==> src/rtl/jsu_pkg.sv <==
// ----------------------------------------------------------------------------
// jsu_pkg: shared types for the JSON string unescaper
// Mode and status codes, and the command word passed from the front end to
// the result serializer.
// ----------------------------------------------------------------------------
package jsu_pkg;

  typedef enum logic [1:0] {
    MODE_IDLE = 2'd0,
    MODE_STR  = 2'd1,
    MODE_ESC  = 2'd2,
    MODE_HEX  = 2'd3
  } mode_e;

  typedef enum logic [2:0] {
    ST_BYTE     = 3'd0,
    ST_DONE     = 3'd1,
    ST_NOT_STR  = 3'd2,
    ST_EOF_STR  = 3'd3,
    ST_BAD_HEX  = 3'd4,
    ST_EOF_ESC  = 3'd5
  } status_e;

  // One command yields 1 to 3 results; bytes[0] goes out first.
  typedef struct packed {
    logic [2:0][7:0] bytes;
    logic [1:0]      cnt_m1;
    status_e         status;
  } cmd_t;

  localparam int unsigned CmdW = $bits(cmd_t);

endpackage

==> src/rtl/jsu_front.sv <==
// ----------------------------------------------------------------------------
// jsu_front: byte classifier and escape decoder
// Runs the string/escape/hex state machine on each accepted byte and emits at
// most one command per byte into the queue.
// ----------------------------------------------------------------------------
module jsu_front
  import jsu_pkg::*;
(
  input  logic       clk_i,
  input  logic       rst_ni,
  input  logic       take_i,       // byte transfer this cycle
  input  logic [7:0] byte_i,
  input  logic       eof_i,
  output logic       cmd_valid_o,  // qualified by take_i
  output cmd_t       cmd_o
);

  mode_e       mode_q, mode_d;
  logic [1:0]  hex_cnt_q, hex_cnt_d;
  logic [15:0] cp_q, cp_d;

  logic [4:0]  hex_dig;   // bit 4 flags a non-hex byte
  logic [15:0] cp_new;

  always_comb begin
    hex_dig = 5'h10;
    if (byte_i >= 8'h30 && byte_i <= 8'h39) hex_dig = {1'b0, 4'(byte_i - 8'h30)};
    else if (byte_i >= 8'h41 && byte_i <= 8'h46) hex_dig = {1'b0, 4'(byte_i - 8'h37)};
    else if (byte_i >= 8'h61 && byte_i <= 8'h66) hex_dig = {1'b0, 4'(byte_i - 8'h57)};
  end

  assign cp_new = {cp_q[11:0], hex_dig[3:0]};

  always_comb begin
    mode_d      = mode_q;
    hex_cnt_d   = hex_cnt_q;
    cp_d        = cp_q;
    cmd_valid_o = 1'b0;
    cmd_o       = '0;
    cmd_o.status = ST_BYTE;
    unique case (mode_q)
      MODE_IDLE: begin
        if (!eof_i && !(byte_i == 8'h20 || (byte_i >= 8'h09 && byte_i <= 8'h0D))) begin
          if (byte_i == 8'h22) begin
            mode_d = MODE_STR;
          end else begin
            cmd_valid_o  = 1'b1;
            cmd_o.status = ST_NOT_STR;
          end
        end
      end
      MODE_STR: begin
        if (eof_i) begin
          cmd_valid_o  = 1'b1;
          cmd_o.status = ST_EOF_STR;
          mode_d       = MODE_IDLE;
        end else if (byte_i == 8'h22) begin
          cmd_valid_o  = 1'b1;
          cmd_o.status = ST_DONE;
          mode_d       = MODE_IDLE;
        end else if (byte_i == 8'h5C) begin
          mode_d = MODE_ESC;
        end else begin
          cmd_valid_o    = 1'b1;
          cmd_o.bytes[0] = byte_i;
        end
      end
      MODE_ESC: begin
        if (eof_i) begin
          cmd_valid_o  = 1'b1;
          cmd_o.status = ST_EOF_ESC;
          mode_d       = MODE_IDLE;
        end else begin
          mode_d         = MODE_STR;
          cmd_valid_o    = 1'b1;
          cmd_o.bytes[0] = byte_i;
          unique case (byte_i)
            8'h62:   cmd_o.bytes[0] = 8'h08;  // b
            8'h66:   cmd_o.bytes[0] = 8'h0C;  // f
            8'h6E:   cmd_o.bytes[0] = 8'h0A;  // n
            8'h72:   cmd_o.bytes[0] = 8'h0D;  // r
            8'h74:   cmd_o.bytes[0] = 8'h09;  // t
            8'h75: begin                      // u: start hex digits
              cmd_valid_o = 1'b0;
              mode_d      = MODE_HEX;
              hex_cnt_d   = '0;
              cp_d        = '0;
            end
            default: cmd_o.bytes[0] = byte_i;
          endcase
        end
      end
      MODE_HEX: begin
        if (eof_i || hex_dig[4]) begin
          cmd_valid_o  = 1'b1;
          cmd_o.status = ST_BAD_HEX;
          mode_d       = MODE_IDLE;
          hex_cnt_d    = '0;
          cp_d         = '0;
        end else begin
          cp_d = cp_new;
          if (hex_cnt_q == 2'd3) begin
            mode_d      = MODE_STR;
            hex_cnt_d   = '0;
            cmd_valid_o = 1'b1;
            if (cp_new <= 16'h007F) begin
              cmd_o.bytes[0] = cp_new[7:0];
            end else if (cp_new <= 16'h07FF) begin
              cmd_o.cnt_m1   = 2'd1;
              cmd_o.bytes[0] = 8'hC0 | {3'b000, cp_new[10:6]};
              cmd_o.bytes[1] = 8'h80 | {2'b00, cp_new[5:0]};
            end else begin
              cmd_o.cnt_m1   = 2'd2;
              cmd_o.bytes[0] = 8'hE0 | {4'h0, cp_new[15:12]};
              cmd_o.bytes[1] = 8'h80 | {2'b00, cp_new[11:6]};
              cmd_o.bytes[2] = 8'h80 | {2'b00, cp_new[5:0]};
            end
          end else begin
            hex_cnt_d = hex_cnt_q + 2'd1;
          end
        end
      end
      default: mode_d = MODE_IDLE;
    endcase
  end

  always_ff @(posedge clk_i or negedge rst_ni) begin
    if (!rst_ni) begin
      mode_q    <= MODE_IDLE;
      hex_cnt_q <= '0;
      cp_q      <= '0;
    end else if (take_i) begin
      mode_q    <= mode_d;
      hex_cnt_q <= hex_cnt_d;
      cp_q      <= cp_d;
    end
  end

endmodule

==> src/rtl/jsu_fifo.sv <==
// ----------------------------------------------------------------------------
// jsu_fifo: command queue
// Small register queue decoupling the decoder from the result serializer.
// ----------------------------------------------------------------------------
module jsu_fifo
  import jsu_pkg::*;
#(
  parameter int unsigned Depth = 4
) (
  input  logic clk_i,
  input  logic rst_ni,
  input  logic push_i,
  input  cmd_t data_i,
  output logic full_o,
  input  logic pop_i,
  output cmd_t data_o,
  output logic empty_o
);

  localparam int unsigned AW = (Depth > 1) ? $clog2(Depth) : 1;
  localparam int unsigned CW = $clog2(Depth + 1);

  cmd_t          mem_q [Depth];
  logic [AW-1:0] wr_q, wr_d, rd_q, rd_d;
  logic [CW-1:0] cnt_q, cnt_d;

  assign full_o  = (cnt_q == CW'(Depth));
  assign empty_o = (cnt_q == '0);
  assign data_o  = mem_q[rd_q];

  always_comb begin
    wr_d  = wr_q;
    rd_d  = rd_q;
    cnt_d = cnt_q;
    if (push_i) begin
      wr_d = (wr_q == AW'(Depth - 1)) ? '0 : wr_q + AW'(1);
    end
    if (pop_i) begin
      rd_d = (rd_q == AW'(Depth - 1)) ? '0 : rd_q + AW'(1);
    end
    if (push_i && !pop_i) cnt_d = cnt_q + CW'(1);
    else if (pop_i && !push_i) cnt_d = cnt_q - CW'(1);
  end

  always_ff @(posedge clk_i) begin
    if (push_i) mem_q[wr_q] <= data_i;
  end

  always_ff @(posedge clk_i or negedge rst_ni) begin
    if (!rst_ni) begin
      wr_q  <= '0;
      rd_q  <= '0;
      cnt_q <= '0;
    end else begin
      wr_q  <= wr_d;
      rd_q  <= rd_d;
      cnt_q <= cnt_d;
    end
  end

endmodule

==> src/rtl/jsu_back.sv <==
// ----------------------------------------------------------------------------
// jsu_back: result serializer
// Steps through the 1 to 3 results of the queue head, one per transfer.
// ----------------------------------------------------------------------------
module jsu_back
  import jsu_pkg::*;
(
  input  logic       clk_i,
  input  logic       rst_ni,
  input  logic       empty_i,
  input  cmd_t       cmd_i,
  output logic       pop_o,
  output logic       valid_o,
  input  logic       ready_i,
  output logic [7:0] byte_o,
  output logic [2:0] status_o,
  output logic       last_o
);

  logic [1:0] idx_q, idx_d;
  logic       xfer;

  assign valid_o  = !empty_i;
  assign xfer     = valid_o && ready_i;
  assign last_o   = (idx_q == cmd_i.cnt_m1);
  assign pop_o    = xfer && last_o;
  assign status_o = cmd_i.status;

  always_comb begin
    unique case (idx_q)
      2'd0:    byte_o = cmd_i.bytes[0];
      2'd1:    byte_o = cmd_i.bytes[1];
      default: byte_o = cmd_i.bytes[2];
    endcase
  end

  always_comb begin
    idx_d = idx_q;
    if (xfer) idx_d = last_o ? 2'd0 : idx_q + 2'd1;
  end

  always_ff @(posedge clk_i or negedge rst_ni) begin
    if (!rst_ni) begin
      idx_q <= '0;
    end else begin
      idx_q <= idx_d;
    end
  end

endmodule

==> src/rtl/json_string_unescaper_top.sv <==
// ----------------------------------------------------------------------------
// json_string_unescaper_top: JSON string literal decoder to UTF-8 bytes
// A result waits in the command queue before it is offered on the output.
// Throughput: one input byte per cycle; one result per cycle on the output while
// m_axis_tready is high; a \u escape yields up to 3 results, drained from the command queue.
// Input stalls only when the FifoDepth-entry command queue is full.
// Reset: asynchronous, active low; decoder returns to idle, queue empties.
// ----------------------------------------------------------------------------
module json_string_unescaper_top
  import jsu_pkg::*;
#(
  parameter int unsigned FifoDepth = 4
) (
  input  logic       clk_i,
  input  logic       rst_ni,
  // input stream
  input  logic       s_axis_tvalid,
  output logic       s_axis_tready,
  input  logic [7:0] s_axis_tdata,   // [7:0] in_byte
  input  logic       s_axis_tlast,   // end_of_input
  // result stream
  output logic       m_axis_tvalid,
  input  logic       m_axis_tready,
  output logic [7:0] m_axis_tdata,   // [7:0] out_byte
  output logic [2:0] m_axis_tuser,   // [2:0] status
  output logic       m_axis_tlast    // last result of this input byte
);

  logic take;
  logic cmd_valid;
  cmd_t cmd_in, cmd_head;
  logic full, empty, pop;

  // Front end runs whenever the queue has room; bytes that give no result (whitespace
  // outside a string, opening quote, backslash, u, first three hex digits) only move the decoder state.
  assign s_axis_tready = !full;
  assign take          = s_axis_tvalid && s_axis_tready;

  jsu_front u_front (
    .clk_i       (clk_i),
    .rst_ni      (rst_ni),
    .take_i      (take),
    .byte_i      (s_axis_tdata),
    .eof_i       (s_axis_tlast),
    .cmd_valid_o (cmd_valid),
    .cmd_o       (cmd_in)
  );

  jsu_fifo #(
    .Depth (FifoDepth)
  ) u_fifo (
    .clk_i   (clk_i),
    .rst_ni  (rst_ni),
    .push_i  (take && cmd_valid),
    .data_i  (cmd_in),
    .full_o  (full),
    .pop_i   (pop),
    .data_o  (cmd_head),
    .empty_o (empty)
  );

  // Back end expands the head command into its results, popping on the last.
  jsu_back u_back (
    .clk_i    (clk_i),
    .rst_ni   (rst_ni),
    .empty_i  (empty),
    .cmd_i    (cmd_head),
    .pop_o    (pop),
    .valid_o  (m_axis_tvalid),
    .ready_i  (m_axis_tready),
    .byte_o   (m_axis_tdata),
    .status_o (m_axis_tuser),
    .last_o   (m_axis_tlast)
  );

endmodule
==> config.mk <==
export PLATFORM = sky130hd
export DESIGN_NAME = json_string_unescaper_top
export DESIGN_NICKNAME = d
export VERILOG_FILES = /design/src/rtl/jsu_pkg.sv /design/src/rtl/jsu_front.sv /design/src/rtl/jsu_fifo.sv /design/src/rtl/jsu_back.sv /design/src/rtl/json_string_unescaper_top.sv
export SDC_FILE = /design/constraint.sdc
export NUM_CORES = 1
export LEC_CHECK = 0
export BUFFER_PORTS_ARGS = -buffer_cell sky130_fd_sc_hd__buf_4
export CORE_MARGIN = 2
export CORE_UTILIZATION = 57
export CTS_CLUSTER_DIAMETER = 200
export DETAILED_ROUTE_END_ITERATION = 7
export PLACE_DENSITY_LB_ADDON = 0.25
export SLEW_MARGIN = 30
export SYNTH_ARGS = -nofsm -noshare
export SYNTH_HDL_FRONTEND = slang
export SYNTH_SLANG_ARGS = --single-unit
==> constraint.sdc <==
create_clock -name clk_i -period 6.3 [get_ports clk_i]
set_clock_uncertainty 0.2 [all_clocks]
set_input_delay 0.63 -clock clk_i [delete_from_list [all_inputs] [get_ports clk_i]]
set_output_delay 0.63 -clock clk_i [all_outputs]
set_load 0.05 [all_outputs]
### Word level (Yosys, flattened, before mapping)

Memories as Yosys holds them, arrays and structs flattened.
Index checks and enable logic that the tools add are counted.

* register bits after elaboration: 25
* bits in writable memories: 116
* bits of input ports: 13
* output and inout bits: 14
* memories: 1

* $add $sub $neg: 9
* order comparisons: 10
* equal/unequal tests: 24
* muxes and demuxes: 62
* reduce and logical (&&, ||, !) cells: 26

Memory list
* u_fifo.mem_q: words 4, bits a word 29, read ports 1, clocked after Yosys merged registers in 0, wr ports 1, RTL line jsu_fifo.sv:23 `cmd_t mem_q [Depth];`

Operators with widths (count)
* $eq A8 B7 Y1 const B: 7
* $mux W26: 2
* $mux W16: 3
* $mux W8: 6
* $pmux W8 S5: 1
* $mux W2: 19
* $mux W12: 3
* $pmux W12 S2: 1
* $pmux W8 S3: 1
* $mux W3: 6
* $eq A8 B6 Y1 const B: 2
* $ge A8 B7 Y1 const B: 2
* $le A16 B11 Y1 const B: 1
* $le A16 B7 Y1 const B: 1
* $le A8 B7 Y1 const B: 2
* $pmux W8 S2: 1
* $mux W5: 3
* $mux W1: 12
* $pmux W3 S4: 1
* $logic_and A1 B1 Y1: 11
* $eq A2 B2 Y1 const B: 5
* $add A2 B1 Y2 const B: 4
* $ge A8 B4 Y1 const B: 1
* $ge A8 B6 Y1 const B: 1
* other kinds (23): 35

### Longest topological paths before layout

Gate-level depths: netlist (run 1).

* depth in word-level cells: 13
* depth in mapped cells: 13
* gate-level depth less buffers: 12

### Modules after synthesis

From an unflattened synthesis (run 1), not the netlist that was laid out.

* cell total of the unflattened synthesis: 480
* area total of the unflattened synthesis: 6752.7 um2

Modules (own cells, without submodules)
* jsu_fifo: times used 1, cells an instance 188, area each 4599.4 um2
* jsu_front: times used 1, cells an instance 241, area each 1824.2 um2
* jsu_back: times used 1, cells an instance 48, area each 310.3 um2
* json_string_unescaper_top: times used 1, cells an instance 3, area each 18.8 um2

### Least setup slack after synthesis (run 1)

OpenSTA, ideal clock, no wires.

* kind: flip-flop to flip-flop
* from: reg u_fifo.rd_q[0]
* to: reg u_fifo.cnt_q[1]
* library setup time: 0.125 ns
* arrival time: 3.205 ns
* path slack: 2.771 ns
* stages on the path, launching flop included: 10
* buffers on the path: 1
* period minus slack after synthesis: 3.529 ns
* cell sequence: dfrtp_1 > buf_2 > mux4_2 > xnor2_1 > nor2_1 > nand2_1 > ha_1 > inv_1 > fa_1 > mux2_2

* word-level cells in the longest chain between the ends: 6

Ends and longest elaborated chain
* from (decl): RTL line jsu_fifo.sv:24 `logic [AW-1:0] wr_q, wr_d, rd_q, rd_d;`
* from (signal assigned): RTL line jsu_fifo.sv:56 `rd_q <= rd_d;`
* $mem_v2 Z4 W29
* $eq A2 B2 Y1: RTL line jsu_back.sv:25 `assign last_o = (idx_q == cmd_i.cnt_m1);`
* via m_axis_tlast: RTL line json_string_unescaper_top.sv:26 `output logic m_axis_tlast`
* $logic_and A1 B1 Y1: RTL line jsu_back.sv:26 `assign pop_o = xfer && last_o;`
* $logic_not A1 Y1: RTL line jsu_fifo.sv:41 `if (push_i && !pop_i) cnt_d = cnt_q + CW'(1);`
* $logic_and A1 B1 Y1: RTL line jsu_fifo.sv:41
* $mux W3: RTL line jsu_fifo.sv:41
* via u_fifo.cnt_d[1]: RTL line jsu_fifo.sv:25 `logic [CW-1:0] cnt_q, cnt_d;`
* to (signal assigned): RTL line jsu_fifo.sv:57 `cnt_q <= cnt_d;`
* to (decl): RTL line jsu_fifo.sv:25

The timed path passes the listed nets, and every way through them passes these cells.
A chain may end at the register's enable or synchronous reset.

### Final worst setup path (run 1)

* from: in s_axis_tdata[0]
* to: reg u_fifo.cnt_q[1]

RTL lines
* from (decl): RTL line json_string_unescaper_top.sv:19 `input logic [7:0] s_axis_tdata,`
* $ge A8 B7 Y1 or $le A8 B7 Y1 (tied branches): RTL line jsu_front.sv:29 `else if (byte_i >= 8'h61 && byte_i <= 8'h66) hex_dig = {1'b0, 4'(byte_i - 8'h57)};`
* $logic_and A1 B1 Y1: RTL line jsu_front.sv:29
* $mux W5: RTL line jsu_front.sv:29
* $mux W5: RTL line jsu_front.sv:28 `else if (byte_i >= 8'h41 && byte_i <= 8'h46) hex_dig = {1'b0, 4'(byte_i - 8'h37)};`
* $mux W5: RTL line jsu_front.sv:27 `if (byte_i >= 8'h30 && byte_i <= 8'h39) hex_dig = {1'b0, 4'(byte_i - 8'h30)};`
* $logic_or A1 B1 Y1: RTL line jsu_front.sv:94 `if (eof_i || hex_dig[4]) begin`
* $mux W1: RTL line jsu_front.sv:94
* $pmux W1 S4 (*): RTL line jsu_front.sv:41 `unique case (mode_q)`
* $logic_and A1 B1 Y1 (*): RTL line json_string_unescaper_top.sv:54 `.push_i (take && cmd_valid),`
* via u_fifo.push_i: RTL line jsu_fifo.sv:12 `input logic push_i,`
* $logic_and A1 B1 Y1 (*): RTL line jsu_fifo.sv:41
* $mux W3 (*): RTL line jsu_fifo.sv:41
* via u_fifo.cnt_d[1]: RTL line jsu_fifo.sv:25

The timed path passes the listed nets; every way through them passes the cells marked *.

==> results of run 1 <==
sequential cells by signal, summed over array words and instances (netlist names):
| signal | cells |
|---|---|
| u_fifo.mem_q | 104 |
| u_fifo.wr_q | 2 |
| u_fifo.cnt_q | 3 |
| u_back.idx_q | 2 |
| u_front.mode_q | 2 |
| u_front.cp_q | 12 |
| u_fifo.rd_q | 2 |
| u_front.hex_cnt_q | 2 |
cell usage in the layout, fill, tap and decap left out, types with 8 or more instances in the layout:
cell type	n
edfxtp_1	104
buf_4	31
mux4_2	26
dfrtp_1	24
nor2_1	20
ha_1	19
nand2_1	18
clkbuf_16	16
inv_1	15
nor2b_1	13
a22o_1	12
and2_1	11
a21oi_1	11
o21ai_0	11
a221o_1	8
stage by stage:
stage	setup WS [ps]	total power, mW	hold slack, ps	instance area (um2)
final	2880	3.41	276	7020
after global routing	2740	3.57	307	7020
after CTS	2650	3.44	277	7010
after detailed placement	2350	2.56	270	6480
after global placement	2420	2.52	264	6480
after floorplan	2770	2.20	134	6150
routing by layer:
layer	up-vias	track usage, %	wire length, um
li1	1711	-	-
met1	1931	33.8	5720
met2	128	38.7	6560
met3	17	6.23	581
met4	0	8.42	184
met5	-	0	0
final timing paths:
path,start,to,slack [ps],cells after the start
max,s_axis_tdata[0],u_fifo.cnt_q[1]$_DFFE_PN0P_,2880,11
min,u_fifo.cnt_q[2]$_DFFE_PN0P_,u_fifo.cnt_q[2]$_DFFE_PN0P_,280,1
max reg2reg,u_front.mode_q[0]$_DFFE_PN0P_,u_fifo.cnt_q[1]$_DFFE_PN0P_,2950,10
min reg2reg,u_fifo.cnt_q[2]$_DFFE_PN0P_,u_fifo.cnt_q[2]$_DFFE_PN0P_,280,1
max in group asynchronous,rst_ni,u_fifo.rd_q[0]$_DFFE_PN0P_,5250,2
min in group asynchronous,rst_ni,u_front.mode_q[1]$_DFFE_PN0P_,360,2
power by group through the flow:
stage / combinational [mW] / sequential [mW] / clock, mW
floorplan: 1.02 / 1.18 / 0
CTS: 1.32 / 1.24 / 0.882
global placement: 1.29 / 1.24 / 0
finish: 1.31 / 1.23 / 0.869
global route: 1.40 / 1.26 / 0.914
detailed placement: 1.31 / 1.25 / 0
cells by family (layout without fill, tap and decap cells):
group | Yosys count | count (layout) | synth area share, %
muxes | 32 | 32 | 10.7
xor gates and xnor gates | 8 | 8 | 1.14
AOI/OAI and AO/OA | 85 | 85 | 10.7
buffers and inverters | 34 | 81 | 2.32
adders and majority gates | 20 | 20 | 4.19
and+or+nand+nor | 108 | 108 | 9.89
DFF | 129 | 129 | 61.0
area by class of cell:
cell class,count,area (um2)
clock inverters,9,91.3
multi-input cells,253,2260
fillers,728,3400
inverters,18,67.6
well taps,136,170
repair buffers,32,243
clock buffers,22,433
flip-flops and latches,129,3750
==> metrics.md, run 1 <==
| Metric | Value |
|---|---|
| Run status | `finished clean` |
| Number of synthesized register bits | `129` |
| CTS clk-pin slew, worst paths | `50 ps` |
| PostCTS Resize Cnt | `0` |
| Total length of routed wires | `13000 um` |
| Gp weighted congestion | `0.866` |
| Half-perimeter wire length of the detailed placement result | `8410 um` |
| Antenna diodes | `0` |
| Worst Setup End Kind | `flop` |
| Fraction of registers with async set or reset after synthesis | `19.4%` |
| VDD IR max | `0.351 mV` |
| Number of hold buffers added after CTS | `1` |
| Net Sw Frac | `35.5%` |
| Netlist area before placement | `6150 um2` |
| Total number of placement rows | `37` |
| Class of the tightest hold or removal check | `flop to flop` |
| Total negative slack for setup checks | `0 ps` |
| Count of input and output buffers | `26` |
| Width of the chip | `108 um` |
| Share of total power in sequential cells | `36.2%` |
| Max Slew Vio Count | `0` |
| Power density over cell area | `486 nW/um2` |
| Clock tree root driver cell | `clkbuf_8` |
| Slew Limit Headroom | `45.5%` |
| Synth warn | `0` |
| Via count of the first global-routing pass | `3842` |
| Initial core utilization | `59.0%` |
| Crit path cell chain | `buf_4 -> inv_1 -> ha_1 -> o21bai_1 -> a2111oi_4 -> o21ai_0 -> a211o_4 -> ha_1 -> inv_1 -> fa_1 -> mux2_2` |
| Routed length per instance | `21.8 um` |
| Final number of setup-violating endpoints | `0` |
| Die height | `108 um` |
| Maximum fanout along the worst path | `11` |
| Num CTS Buffers | `17` |
| Commonest cells in the netlist | `edfxtp_1, mux4_2, dfrtp_1` |
| Post-DR vias/cell | `6.32` |
| Top_reg_cell synth | `edfxtp_1` |
| Crit path buf inv count | `3` |
| Detailed router's first-iteration violation count | `326` |
| Sequential element share of the synthesized area | `61.0%` |
| Power share of the clock group | `25.5%` |
| Antenna Violating Nets Remaining | `0` |
| Period minus WS final | `3420 ps` |
| Maximum buffer depth of the clock tree | `2` |
| Placeable Area | `10400 um2` |
| Final Core Density | `67.4%` |
| Post-detailed-route DRC marker count | `0` |
| Worst path required time | `6500 ps` |
| Final Cycle Share | `54.3%` |
| Setup repair after global routing missed its margin | `false` |
| Number of max-cap violations | `0` |
| Average footprint of a synthesized cell | `14.8 um2` |
| Pre-Repair DR Iteration Count | `5` |
| Mapped Cells | `416` |
| Combinational share of power | `38.4%` |
| Area of the die | `11600 um2` |
| Area share of the largest cell type after synthesis | `50.8%` |
| Count of flip-flops with a built-in enable after synthesis | `104` |
| Net count of the mapped netlist | `449` |
| Total number of vias | `3787` |
| Clock insertion delay at the later pin of the skew report | `520 ps` |
| Global-route wire length before repair | `20700 um` |
| Gate family responsible for the most delay along the worst path | `compound AO/OA/AOI/OAI gates` |
| Maximum number of pins on one net before global-route repair | `30` |
| Final cell count without fillers | `599` |
| Library cells used by synthesis | `65` |
| Cell internal power dissipation | `2.20 mW` |
| I/O Pins | `27` |
| Global Route Usage Sum | `24.6%` |
| Data arrival time of the worst path | `3630 ps` |
| Most area-consuming cells after synthesis | `edfxtp_1, dfrtp_1, mux4_2` |
| Critical path class | `input pin to flop` |
| Number of placed cells counting well taps | `567` |
| # Post-CTS Setup Buffers | `0` |
| Net count reported at finish | `484` |
| GRT Residual Overflow | `0` |
| Slew @ Worst Pin | `807 ps` |
| Cell with the most instances after synthesis | `edfxtp_1` |
| Deepest level of the CTS H-tree | `4` |
| Synthesis-to-finish area growth | `14.2%` |
| Kind of launch point of the worst setup path | `input pin` |
| Cell taking the most area after synthesis | `edfxtp_1` |
| Slowest cell on the critical path | `a2111oi_4` |
| Initial antenna violation count | `0` |
| CTS tree | `yes` |
| Clock net sink count | `129` |
| Highest achievable clock rate | `292 MHz` |
| Delay of the slowest cell on the worst path | `710 ps` |
| NetSw | `1.21 mW` |
| Layout cells sized above 1 | `21.8%` |
| Hold Vio Cnt, Final | `0` |
| Leak | `2.55 nW` |
No activity file was read; power rests on OpenSTA's default activity.
==> run 2: changes to the inputs <==
==> constraint.sdc (replaced) <==
create_clock -name clk_i -period 3.4 [get_ports clk_i]
set_clock_uncertainty 0.2 [all_clocks]
set_input_delay 0.34 -clock clk_i [delete_from_list [all_inputs] [get_ports clk_i]]
set_output_delay 0.34 -clock clk_i [all_outputs]
set_load 0.05 [all_outputs]
==> run 2 against run 1 <==
Against the previous run: setup slack got worse by 2500 ps; die area stayed put; routed wire length down 0.24%; flip-flop and latch count unchanged; clock-buffer cell count decreased by 5; first-iteration DRC count rose by 13%; cell count up 1.2%; clock power grew 96%; highest routed layer unchanged; utilization is 0.94 points higher; register-to-register slack worse by 2600 ps; worst hold slack lost 240 ps; sequential power up 79%.
==> metrics.md, run 2 (synthesis results as in run 1) <==
| Metric | Value |
|---|---|
| Clock insertion delay at the later pin of the skew report | `520 ps (about the same)` |
| Antenna Violating Nets Remaining | `0 (unchanged)` |
| Power density over cell area | `909 nW/um2 (was 486 nW/um2)` |
| Run status | `finished clean (unchanged)` |
| Power Total | `6.47 mW (was 3.41 mW)` |
| Total number of placement rows | `37 (unchanged)` |
| Gate family responsible for the most delay along the worst path | `adder cells (was compound AO/OA/AOI/OAI gates)` |
| Area occupied by registers | `3750 um2 (about the same)` |
| Commonest non-fill, non-tap cells in the layout | `edfxtp_1, buf_4, mux4_2 (unchanged)` |
| Kind of launch point of the worst setup path | `flop (was input pin)` |
| Synthesis-to-finish area growth | `15.8% (was 14.2%)` |
| Endpoint of the worst setup timing path | `u_fifo.cnt_q[1]$_DFFE_PN0P_ (unchanged)` |
| # Post-CTS Setup Buffers | `0 (unchanged)` |
| Leak | `2.58 nW (was 2.55 nW)` |
| Data arrival time of the worst path | `3260 ps (was 3630 ps)` |
| Maximum number of pins on one net before global-route repair | `27 (was 30)` |
| VDD IR max | `0.669 mV (was 0.351 mV)` |
| Final Cycle Share | `89.9%` |
| Endpoint of the lowest-slack register-to-register path | `u_fifo.cnt_q[1]$_DFFE_PN0P_ (unchanged)` |
| Post-detailed-route DRC marker count | `0 (unchanged)` |
| Most common cell after layout, fill and taps aside | `edfxtp_1 (unchanged)` |
| GRT Residual Overflow | `0 (unchanged)` |
| Total number of vias | `3848 (was 3787)` |
| Setup repair after global routing missed its margin | `false (unchanged)` |
| Fin area | `7120 um2 (was 7020 um2)` |
| Global-route wire length before repair | `20900 um (was 20700 um)` |
| Net Sw Frac | `36.3% (was 35.5%)` |
| PostCTS Resize Cnt | `0 (unchanged)` |
| I/O Pins | `27 (unchanged)` |
| Multi-input gate area | `2260 um2 (about the same)` |
| Combinational share of power | `39.7% (was 38.4%)` |
| Clock tree root driver cell | `clkbuf_8 (unchanged)` |
| Crit path cell chain | `inv_1 -> ha_1 -> nor2b_1 -> nand4_1 -> nor4b_1 -> a211o_4 -> ha_1 -> inv_1 -> fa_1 -> mux2_2 (was buf_4 -> inv_1 -> ha_1 -> o21bai_1 -> a2111oi_4 -> o21ai_0 -> a211o_4 -> ha_1 -> inv_1 -> fa_1 -> mux2_2)` |
| Total length of routed wires | `13000 um (about the same)` |
| Net count reported at finish | `490 (was 484)` |
| Cell internal power dissipation | `4.12 mW (was 2.20 mW)` |
| Slew Limit Headroom | `42.2% (was 45.5%)` |
| Share of total power in sequential cells | `34.1% (was 36.2%)` |
| Maximum buffer depth of the clock tree | `2 (unchanged)` |
| Critical Path Start | `u_front.mode_q[0]$_DFFE_PN0P_ (was s_axis_tdata[0])` |
| Number of flip-flops in the largest register | `104 (unchanged)` |
| Placeable Area | `10400 um2 (unchanged)` |
| CTS tree | `yes (unchanged)` |
| Post-Place Cell Area | `6550 um2 (was 6480 um2)` |
| Critical path class | `flop to flop (was input pin to flop)` |
| Antenna diodes | `0 (unchanged)` |
| Initial core utilization | `59.0% (unchanged)` |
| Via count of the first global-routing pass | `3844 (was 3842)` |
| Post-DR vias/cell | `6.35 (was 6.32)` |
| Routed length per instance | `21.5 um (was 21.8 um)` |
| Global Route Usage Sum | `24.5% (was 24.6%)` |
| Worst path required time | `3600 ps (was 6500 ps)` |
| Start of the worst register-to-register path | `u_front.mode_q[0]$_DFFE_PN0P_ (unchanged)` |
| Initial antenna violation count | `0 (unchanged)` |
| Power share of the clock group | `26.2% (was 25.5%)` |
| Top Registers | `u_fifo.mem_q (104), u_front.cp_q (12), u_fifo.cnt_q (3) (unchanged)` |
| Hold Vio Cnt, Final | `0 (unchanged)` |
| Period minus WS final | `3060 ps` |
| Final cell count without fillers | `606 (was 599)` |
| Worst Setup End Kind | `flop (unchanged)` |
| Half-perimeter wire length of the detailed placement result | `8600 um (was 8410 um)` |
| Deepest level of the CTS H-tree | `4 (unchanged)` |
| Number of placed cells counting well taps | `573 (was 567)` |
| NetSw | `2.35 mW (was 1.21 mW)` |
| Area of the die | `11600 um2 (unchanged)` |
| Number of cells on the worst reg-to-reg path | `10 (unchanged)` |
| Width of the chip | `108 um (unchanged)` |
| Count of input and output buffers | `26 (unchanged)` |
| Depth of the critical timing path with buffers and inverters included | `10 (was 11)` |
| Final number of setup-violating endpoints | `0 (unchanged)` |
| Pre-Repair DR Iteration Count | `5 (unchanged)` |
| Maximum fanout along the worst path | `7 (was 11)` |
| Num CTS Buffers | `17 (unchanged)` |
| Number of max-cap violations | `0 (unchanged)` |
| Slowest cell on the critical path | `dfrtp_1 (was a2111oi_4)` |
| Die height | `108 um (unchanged)` |
| Highest achievable clock rate | `327 MHz` |
| Layout cells sized above 1 | `24.0% (was 21.8%)` |
| Register with the most flip-flops | `u_fifo.mem_q (unchanged)` |
| Class of the tightest hold or removal check | `input pin to flop (was flop to flop)` |
| Number of filler cells placed in the layout | `688 (was 728)` |
| CTS clk-pin slew, worst paths | `60 ps (was 50 ps)` |
| Crit path buf inv count | `2 (was 3)` |
| Delay of the slowest cell on the worst path | `410 ps (was 710 ps)` |
| Number of hold buffers added after CTS | `1 (unchanged)` |
| Total negative slack for setup checks | `0 ps (unchanged)` |
| Gp weighted congestion | `0.871 (was 0.866)` |
| Slew @ Worst Pin | `856 ps (was 807 ps)` |
| R2R Setup Slk | `340 ps (was 2950 ps)` |
| Detailed router's first-iteration violation count | `370 (was 326)` |
| Max Slew Vio Count | `0 (unchanged)` |
| Clock net sink count | `129 (unchanged)` |
## run 2: final cells by class
type,instances,share of cell area [%]
Clock buffer,17,5.82
Clock inverter,15,2.02
Inverter,18,0.949
Multi-Input combinational cell,253,31.7
Sequential cell,129,52.7
Tap cell,136,2.39
Timing Repair Buffer,38,4.40
## run 2: worst min-delay path by stage
stage / start / end / slack, ps / cells past startpoint
after floorplan: rst_ni / u_back.idx_q[0]$_DFFE_PN0P_ / -160 / 0
after global placement: rst_ni / u_back.idx_q[1]$_DFFE_PN0P_ / 70 / 1
after detailed placement: rst_ni / u_back.idx_q[1]$_DFFE_PN0P_ / 80 / 1
after CTS: m_axis_tready / u_back.idx_q[1]$_DFFE_PN0P_ / 8 / 3
after global routing: m_axis_tready / u_back.idx_q[0]$_DFFE_PN0P_ / 40 / 3
final: m_axis_tready / u_back.idx_q[0]$_DFFE_PN0P_ / 40 / 3
## run 2: through the flow
| stage | setup WS (ps) | util [%] | hold slack (ps) |
|---|---|---|---|
| after global placement | 161 | 62.9 | 65.5 |
| after CTS | 356 | 68.3 | 7.69 |
| final | 344 | 68.3 | 38.7 |
| after floorplan | 158 | - | -156 |
| after detailed placement | 64.7 | 62.9 | 79.5 |
| after global routing | 189 | 68.3 | 36.6 |
## run 2: metal layers
| layer | part of all wire [%] | GRT usage (%) | vias to the layer above |
|---|---|---|---|
| met1 | 42 | 33.4 | 1924 |
| met3 | 7.2 | 6.30 | 25 |
| li1 | - | - | 1719 |
| met4 | 2.0 | 8.79 | 0 |
| met2 | 49 | 38.4 | 180 |
| met5 | 0 | 0 | - |
## run 2: worst register-to-register path, stage by stage, from the launching register on
cell     delay [ps]
dfrtp_1         410
inv_1           150
ha_1            320
nor2b_1         210
nand4_1         160
nor4b_1         190
a211o_4         360
ha_1            220
inv_1            80
fa_1            390
mux2_2          260
## run 2: power by group through the flow
stage | logic, mW | registers, mW | clock network (mW)
2_1_floorplan | 1.90 | 2.18 | 0
3_3_place_gp | 2.53 | 2.21 | 0
3_5_place_dp | 2.57 | 2.23 | 0
4_1_cts | 2.59 | 2.21 | 1.71
5_1_grt | 2.76 | 2.23 | 1.77
6_report | 2.57 | 2.20 | 1.70
